$ cat src/rtl/led_matrix_scan_framebuffer_assert.svh
// assertion macros for the led matrix scan frame buffer
`ifndef LED_MATRIX_SCAN_FRAMEBUFFER_ASSERT_SVH
`define LED_MATRIX_SCAN_FRAMEBUFFER_ASSERT_SVH

// clocked assertion, disabled while reset is asserted
`define LMS_ASSERT(label, prop, msg) \
  label: assert property (@(posedge clk_i) disable iff (!rst_ni) prop) else $error(msg);

// assertion that a condition never occurs
`define LMS_ASSERT_NEVER(label, cond, msg) \
  `LMS_ASSERT(label, !(cond), msg)

`endif

$ cat src/rtl/lms_pkg.sv
// types and constants for the led matrix scan frame buffer
package lms_pkg;

  // command codes
  localparam logic CMD_STORE = 1'b0;
  localparam logic CMD_TICK  = 1'b1;

  // frame store geometry
  localparam int unsigned StoreDepth = 512;
  localparam int unsigned AddrW      = 9;
  localparam int unsigned Groups     = 8;
  localparam int unsigned GroupW     = 3;

  // power-up frame pattern
  localparam logic [7:0] FILL_EVEN = 8'hAA;
  localparam logic [7:0] FILL_ODD  = 8'h55;

  typedef struct packed {
    logic       cmd;
    logic [7:0] data_byte;
  } lms_in_t;

  typedef struct packed {
    logic [7:0] group_select;
    logic [7:0] line_select;
    logic [7:0] anode_select;
    logic [7:0] anode_data;
    logic       last;
  } lms_out_t;

endpackage

$ cat src/rtl/led_matrix_scan_framebuffer.sv
// led matrix scan driver with a 512-byte frame store
//
// Input channel (in_valid_i / in_ready_o / in_data_i): a store command writes
// data_byte at the write pointer, which wraps after entry 511; it produces no
// output. A tick command scans the current column and produces eight output
// transfers, one per anode group 0 to 7, the eighth flagged with last.
// Output channel (out_valid_o / out_ready_i / out_data_o) carries the cathode
// group and line selects, the anode group select and that group's frame byte.
// A store leaves the block ready for further input. A tick holds input off
// while its reads are issued: the single read port of the frame store delivers
// one byte per cycle while the receiver is ready, and the first result is
// registered once the tick has moved the block to its scan state and issued
// its first read. Input is refused while a tick is still issuing reads,
// but a new item is taken while the final result waits in the output register.
// A receiver stall holds the output register and pauses the reads.
// Reset clears the write pointer and the scan column and marks the whole
// store as unwritten; unwritten entries read as 0xAA for even columns and 0x55
// for odd columns, so no clearing pass is needed after reset.
module led_matrix_scan_framebuffer #(
  parameter int unsigned COLUMNS = 64
) (
  input  logic             clk_i,
  input  logic             rst_ni,
  input  logic             in_valid_i,
  output logic             in_ready_o,
  input  lms_pkg::lms_in_t in_data_i,
  output logic             out_valid_o,
  input  logic             out_ready_i,
  output lms_pkg::lms_out_t out_data_o
);
  import lms_pkg::*;

  `include "led_matrix_scan_framebuffer_assert.svh"

  localparam int unsigned ColW = (COLUMNS > 1) ? $clog2(COLUMNS) : 1;

  typedef enum logic {
    ST_IDLE,
    ST_SCAN
  } state_e;

  state_e              state_q;
  logic [GroupW-1:0]   grp_q;
  logic [ColW-1:0]     col_q;
  logic [AddrW-1:0]    wr_idx_q;
  logic                wrapped_q;
  logic                out_valid_q;

  // output payload registers
  logic [7:0]          gsel_q;
  logic [7:0]          lsel_q;
  logic [7:0]          asel_q;
  logic                last_q;
  logic                written_q;
  logic [7:0]          fill_q;
  logic [7:0]          rd_q;

  logic [7:0]          mem [StoreDepth];

  logic                in_fire;
  logic                wr_en;
  logic                issue;
  logic [AddrW-1:0]    col_ext;
  logic [AddrW-1:0]    rd_addr;
  logic [7:0]          gsel_d;
  logic [7:0]          lsel_d;

  // handshake and read issue
  assign in_ready_o = (state_q == ST_IDLE);
  assign in_fire    = in_valid_i && in_ready_o;
  assign wr_en      = in_fire && (in_data_i.cmd == CMD_STORE);
  assign issue      = (state_q == ST_SCAN) && (!out_valid_q || out_ready_i);

  // address and select decode for the current column
  assign col_ext = AddrW'(col_q);
  assign rd_addr = {col_ext[AddrW-GroupW-1:0], grp_q};
  assign lsel_d  = 8'(1) << col_ext[GroupW-1:0];

  always_comb begin
    for (int b = 0; b < 8; b++) begin
      gsel_d[b] = (col_ext[AddrW-1:GroupW] != 6'(b));
    end
  end

  // control state and output valid
  always_ff @(posedge clk_i or negedge rst_ni) begin
    if (!rst_ni) begin
      state_q     <= ST_IDLE;
      grp_q       <= '0;
      col_q       <= '0;
      wr_idx_q    <= '0;
      wrapped_q   <= 1'b0;
      out_valid_q <= 1'b0;
    end else begin
      if (issue) begin
        out_valid_q <= 1'b1;
      end else if (out_ready_i) begin
        out_valid_q <= 1'b0;
      end
      unique case (state_q)
        ST_IDLE: begin
          if (wr_en) begin
            wr_idx_q <= wr_idx_q + AddrW'(1);
            if (wr_idx_q == AddrW'(StoreDepth - 1)) begin
              wrapped_q <= 1'b1;
            end
          end else if (in_fire) begin
            grp_q   <= '0;
            state_q <= ST_SCAN;
          end
        end
        ST_SCAN: begin
          if (issue) begin
            grp_q <= grp_q + GroupW'(1);
            if (grp_q == GroupW'(Groups - 1)) begin
              state_q <= ST_IDLE;
              if (col_q == ColW'(COLUMNS - 1)) begin
                col_q <= '0;
              end else begin
                col_q <= col_q + ColW'(1);
              end
            end
          end
        end
        default: state_q <= ST_IDLE;
      endcase
    end
  end

  // frame store: one write port, one registered read port
  always_ff @(posedge clk_i) begin
    if (wr_en) begin
      mem[wr_idx_q] <= in_data_i.data_byte;
    end
    if (issue) begin
      rd_q <= mem[rd_addr];
    end
  end

  // output payload, loaded alongside the memory read
  always_ff @(posedge clk_i) begin
    if (issue) begin
      gsel_q    <= gsel_d;
      lsel_q    <= lsel_d;
      asel_q    <= ~(8'(1) << grp_q);
      last_q    <= (grp_q == GroupW'(Groups - 1));
      written_q <= wrapped_q || (rd_addr < wr_idx_q);
      fill_q    <= col_ext[0] ? FILL_ODD : FILL_EVEN;
    end
  end

  // entries never written since reset read as the power-up pattern
  assign out_valid_o             = out_valid_q;
  assign out_data_o.group_select = gsel_q;
  assign out_data_o.line_select  = lsel_q;
  assign out_data_o.anode_select = asel_q;
  assign out_data_o.anode_data   = written_q ? rd_q : fill_q;
  assign out_data_o.last         = last_q;

  // assertions
  `LMS_ASSERT(a_wr_ptr_step, wr_en |=> (wr_idx_q == AddrW'($past(wr_idx_q) + AddrW'(1))), "write pointer did not advance by one")
  `LMS_ASSERT(a_anode_onecold, out_valid_o |-> $onehot(~out_data_o.anode_select), "anode select not one-cold")
  `LMS_ASSERT(a_col_advance, (issue && (grp_q == GroupW'(Groups - 1))) |=> (col_q != $past(col_q)), "scan column did not advance after a tick")
  `LMS_ASSERT_NEVER(a_accept_while_scan, in_fire && (state_q == ST_SCAN), "input accepted during a scan")

endmodule
$ cat config.mk
export PLATFORM = sky130hd
export DESIGN_NAME = led_matrix_scan_framebuffer
export DESIGN_NICKNAME = d
export VERILOG_FILES = /design/src/rtl/lms_pkg.sv /design/src/rtl/led_matrix_scan_framebuffer.sv
export VERILOG_INCLUDE_DIRS = /design/src /design/src/rtl
export SDC_FILE = /design/constraint.sdc
export NUM_CORES = 2
export LEC_CHECK = 0
export ABC_AREA = 1
export BUFFER_PORTS_ARGS = -buffer_cell sky130_fd_sc_hd__buf_2
export CAP_MARGIN = 20
export CORE_AREA = 2 2 754 756
export CTS_CLUSTER_DIAMETER = 80
export DETAILED_ROUTE_END_ITERATION = 6
export DIE_AREA = 0 0 756 758
export PLACE_DENSITY = 0.46
export SLEW_MARGIN = 30
export SYNTH_ARGS = -nofsm -noshare
export SYNTH_HDL_FRONTEND = slang
export SYNTH_SLANG_ARGS = --single-unit
export TNS_END_PERCENT = 100
$ cat constraint.sdc
create_clock -name clk_i -period 4.7 [get_ports clk_i]
set_input_delay 0.705 -clock clk_i [delete_from_list [all_inputs] [get_ports clk_i]]
set_output_delay 0.705 -clock clk_i [all_outputs]
set_load 0.005 [all_outputs]
==> summary.md <==
| Metric | Value |
|---|---|
| Status | `finished, final reports clean` |
| Busiest grt layer | `met2` |
| Met2 Resource Use GR | `29.5%` |
| Ys flop type | `edfxtp_1` |
| Fin crit period | `~4.3 ns` |
| Initial antenna violation count | `34` |
| Synth top area share | `73.4%` |
| Pre-Repair DR Iteration Count | `6` |
| Pwr/cell area | `572 mW/mm2` |
| Worst Tran Pin Value | `1.03 ns` |
| Via count of the routed design | `110,000` |
| Antenna-violating nets left | `0` |
| Fillcell total | `approximately 56,000` |
| Clock latency at the later pin of the worst-skew pair | `between 1 and 1.5 ns` |
| Initial drt markers | `11,600` |
| Pleak | `~67 nW` |
| Largest net degree at the start of global routing | `155` |
| NumNets Final | `14,300` |
| Sw Ratio | `37.2%` |
| Post-CTS Setup Repair Bufs | `0` |
| Number of synthesized flops with an enable pin | `slightly above 4,000` |
| Synthesized area | `0.169 mm2` |
| Synth warn | `0` |
| Hold-fix buffers, CTS | `4` |
| Final worst-path cycle share | `91.6%` |
| Congestion Overflow GR | `0` |
| Area growth, synth to finish | `14.6%` |
| CP Data Arrival Time | `just over 5 ns` |
| Slew headroom | `31.4%` |
| Reg power frac | `between 30 and 40%` |
| Post-CTS Resized | `0` |
| Min-delay worst type | `in2reg` |
| Syn Inst Count | `14,300` |
| Worst-path clk slew | `approximately 0.060 ns` |
| Cell taking the most area after synthesis | `edfxtp_1` |
| TNS Setup | `0 ns` |
| Number of global-route vias before repair | `106,000` |
| Count leader, synth | `nand2_1` |
| Crit path cell chain | `inv_16 > buf_12 > buf_12 > buf_4 > nand3_1 > nand3_1 > nand3_1 > nand3_1 > nand3_1 > nand3_1 > nand2_1 > nor2_1 > nor2_1` |
| Routed wire length | `between 500 and 600 mm` |
| Critical Path Sink Type | `flip-flop` |
| WP buf/inv | `4` |
| Met3 usage | `2.63%` |
| Total track usage | `18.5%` |
| Post-DP HPWL | `between 300 and 400 mm` |
| Critical Path RT | `5.43 ns` |
| Starting density of the core | `30.0%` |
| Die X | `756 um` |
| Crit path largest cell delay | `0.64 ns` |
| Post-Layout Cell Count | `around 22,000` |
| I/O Buffers | `between 40 and 50` |
| Worst clock skew | `0.0759 ns` |
| GP Congestion | `a little over 0.8` |
| Setup crit start kind | `flip-flop` |
| Final max-slew violation count | `0` |
| Kind of critical path | `reg2reg` |
| Maxcap violations | `0` |
| Sequential area share after synthesis | `roughly three quarters` |
| Critical path's top delay family | `simple AND/OR/NAND/NOR gates` |
| Reg area | `0.125 mm2` |
| Die area | `roughly 0.57 mm2` |
| CTS tree | `yes` |
| Combinational share of power | `31.3%` |
| Worst-case clock buffer depth | `4` |
| # rows | `276` |
| Multi-input gate area | `~0.04 mm2` |
| Yosys cell types | `23` |
| FFs w/ async S/R, synth | `0.506%` |
| Synth area leaders | `edfxtp_1 (73%), nand3_1 (11%), nand2_1 (10%)` |
| Slowest cell on the critical path | `dfrtp_4` |
| Share of cells above drive strength 1 | `8.16%` |
| Avg Cell Area, Syn | `11.8 um2` |
| Worst-path maximum fanout | `91` |
| Global-route wire length before repair | `787 mm` |
| Maximum VDD drop | `0.484 mV` |
| DP Cell Count | `21,300` |
| Synth cell count leaders | `nand2_1 (4,586), edfxtp_1 (4,132), nand3_1 (3,854)` |
| Clock power share | `a little under a third` |
| CTS Sinks | `slightly above 4,000` |
| Clock Tree Root | `clkbuf_16` |
| Core footprint | `around 0.56 mm2` |
| Post-synthesis sequential element count | `between 4,000 and 5,000` |
| Met1 Track Usage GR | `26.4%` |
| Hold slack | `0.223 ns` |
| Final setup fails | `0` |
| Die height | `~760 um` |
| Via/cell ratio | `about 5.0` |
| NetSw | `between 0.04 and 0.05 W` |
| RSZ-0062 raised after global routing | `no` |
| Boundary Pins | `48` |
| Residual DRC | `0` |
| H-tree Lvls | `5` |
| Fmax achieved | `232 MHz` |
| Drt wl/cell | `24.6 um` |
| Int Pwr | `0.0696 W` |
| Syn Nets | `14,300` |
| Final hold vios | `0` |
| Crit path top cell by count | `nand3_1` |
| Num CTS Buffers | `451` |
| Final Util | `34.3%` |
-- through the flow --
stage | worst slack (ns) | power [W] | area [um2]
CTS | 0.436 | 0.112 | 194000
floorplan | 1.44 | 0.0632 | 169000
detailed placement | 0.532 | 0.0773 | 180000
global placement | 0.488 | 0.0774 | 179000
finish | 0.395 | 0.111 | 194000
global route | 0.334 | 0.116 | 194000
-- area by class of cell --
cell class                      instances  share of cell area [%]
Clock inverter                        245                    1.18
Sequential cell                      4153                    64.3
Clock buffer                          567                    6.10
Timing Repair Buffer                  549                    3.02
Multi-Input combinational cell       9085                    20.4
Antenna cell                           14                  0.0181
Inverter                               55                   0.141
Tap cell                             7506                    4.85
-- sequential cells by signal (all words and copies together) (netlist names), 2 cells and up --
signal    cells
asel_q        8
col_q         6
wr_idx_q      9
mem        4096
lsel_q        8
fill_q        2
gsel_q        8
rd_q          8
grp_q         3
-- layout by cell type (no fill, tap or decap), types with 13 or more instances in the layout --
cell,n
buf_4,359
o21ai_0,21
edfxtp_1,4132
clkinv_1,102
clkinv_2,76
nand2_1,4569
clkbuf_1,111
buf_2,39
ha_1,23
dfrtp_1,15
nand3_1,3854
diode_2,14
nor2_1,547
bufinv_16,31
clkbuf_16,455
inv_1,46
nor2_2,13
nand2_4,15
buf_12,136
-- power groups by stage --
stage	clock (W)	sequential [W]	combinational [W]
5_1_grt	0.0365	0.0416	0.0380
3_3_place_gp	0	0.0424	0.0351
3_5_place_dp	0	0.0424	0.0350
2_1_floorplan	0	0.0418	0.0214
6_report	0.0345	0.0416	0.0347
4_1_cts	0.0351	0.0416	0.0350
-- per-layer routing --
metal,share of wire [%],vias to the layer above
met4,2.7,2
li1,-,50600
met1,45,55400
met3,6.0,675
met5,0.0024,-
met2,46,3327
-- kinds of logic after synthesis --
group                    after synthesis  share of synthesized area (%)
adder cells (fa/ha/maj)               23                          0.170
flip-flops                          4153                           73.7
AO/OA/AOI/OAI                         38                          0.118
XOR/XNOR                               8                         0.0415
AND/OR/NAND/NOR                     9016                           22.9
buffers and inverters               1040                           3.06
-- final timing paths --
path | from | to | slack [ns] | cells past startpoint
min in group asynchronous | rst_ni | out_valid_o$_DFFE_PN0P_ | 0.27 | 2
setup reg to reg | grp_q[1]$_DFFE_PN0P_ | rd_q[5]$_DFFE_PP_ | 0.40 | 13
hold reg to reg | wrapped_q$_DFFE_PN0P_ | wrapped_q$_DFFE_PN0P_ | 0.47 | 2
setup / recovery | grp_q[1]$_DFFE_PN0P_ | rd_q[5]$_DFFE_PP_ | 0.40 | 13
hold / removal | in_data_i[2] | mem[193][2]$_DFFE_PP_ | 0.22 | 1
max in group asynchronous | rst_ni | col_q[0]$_DFFE_PN0P_ | 3.79 | 2
Power figures use the tool's default switching activity.
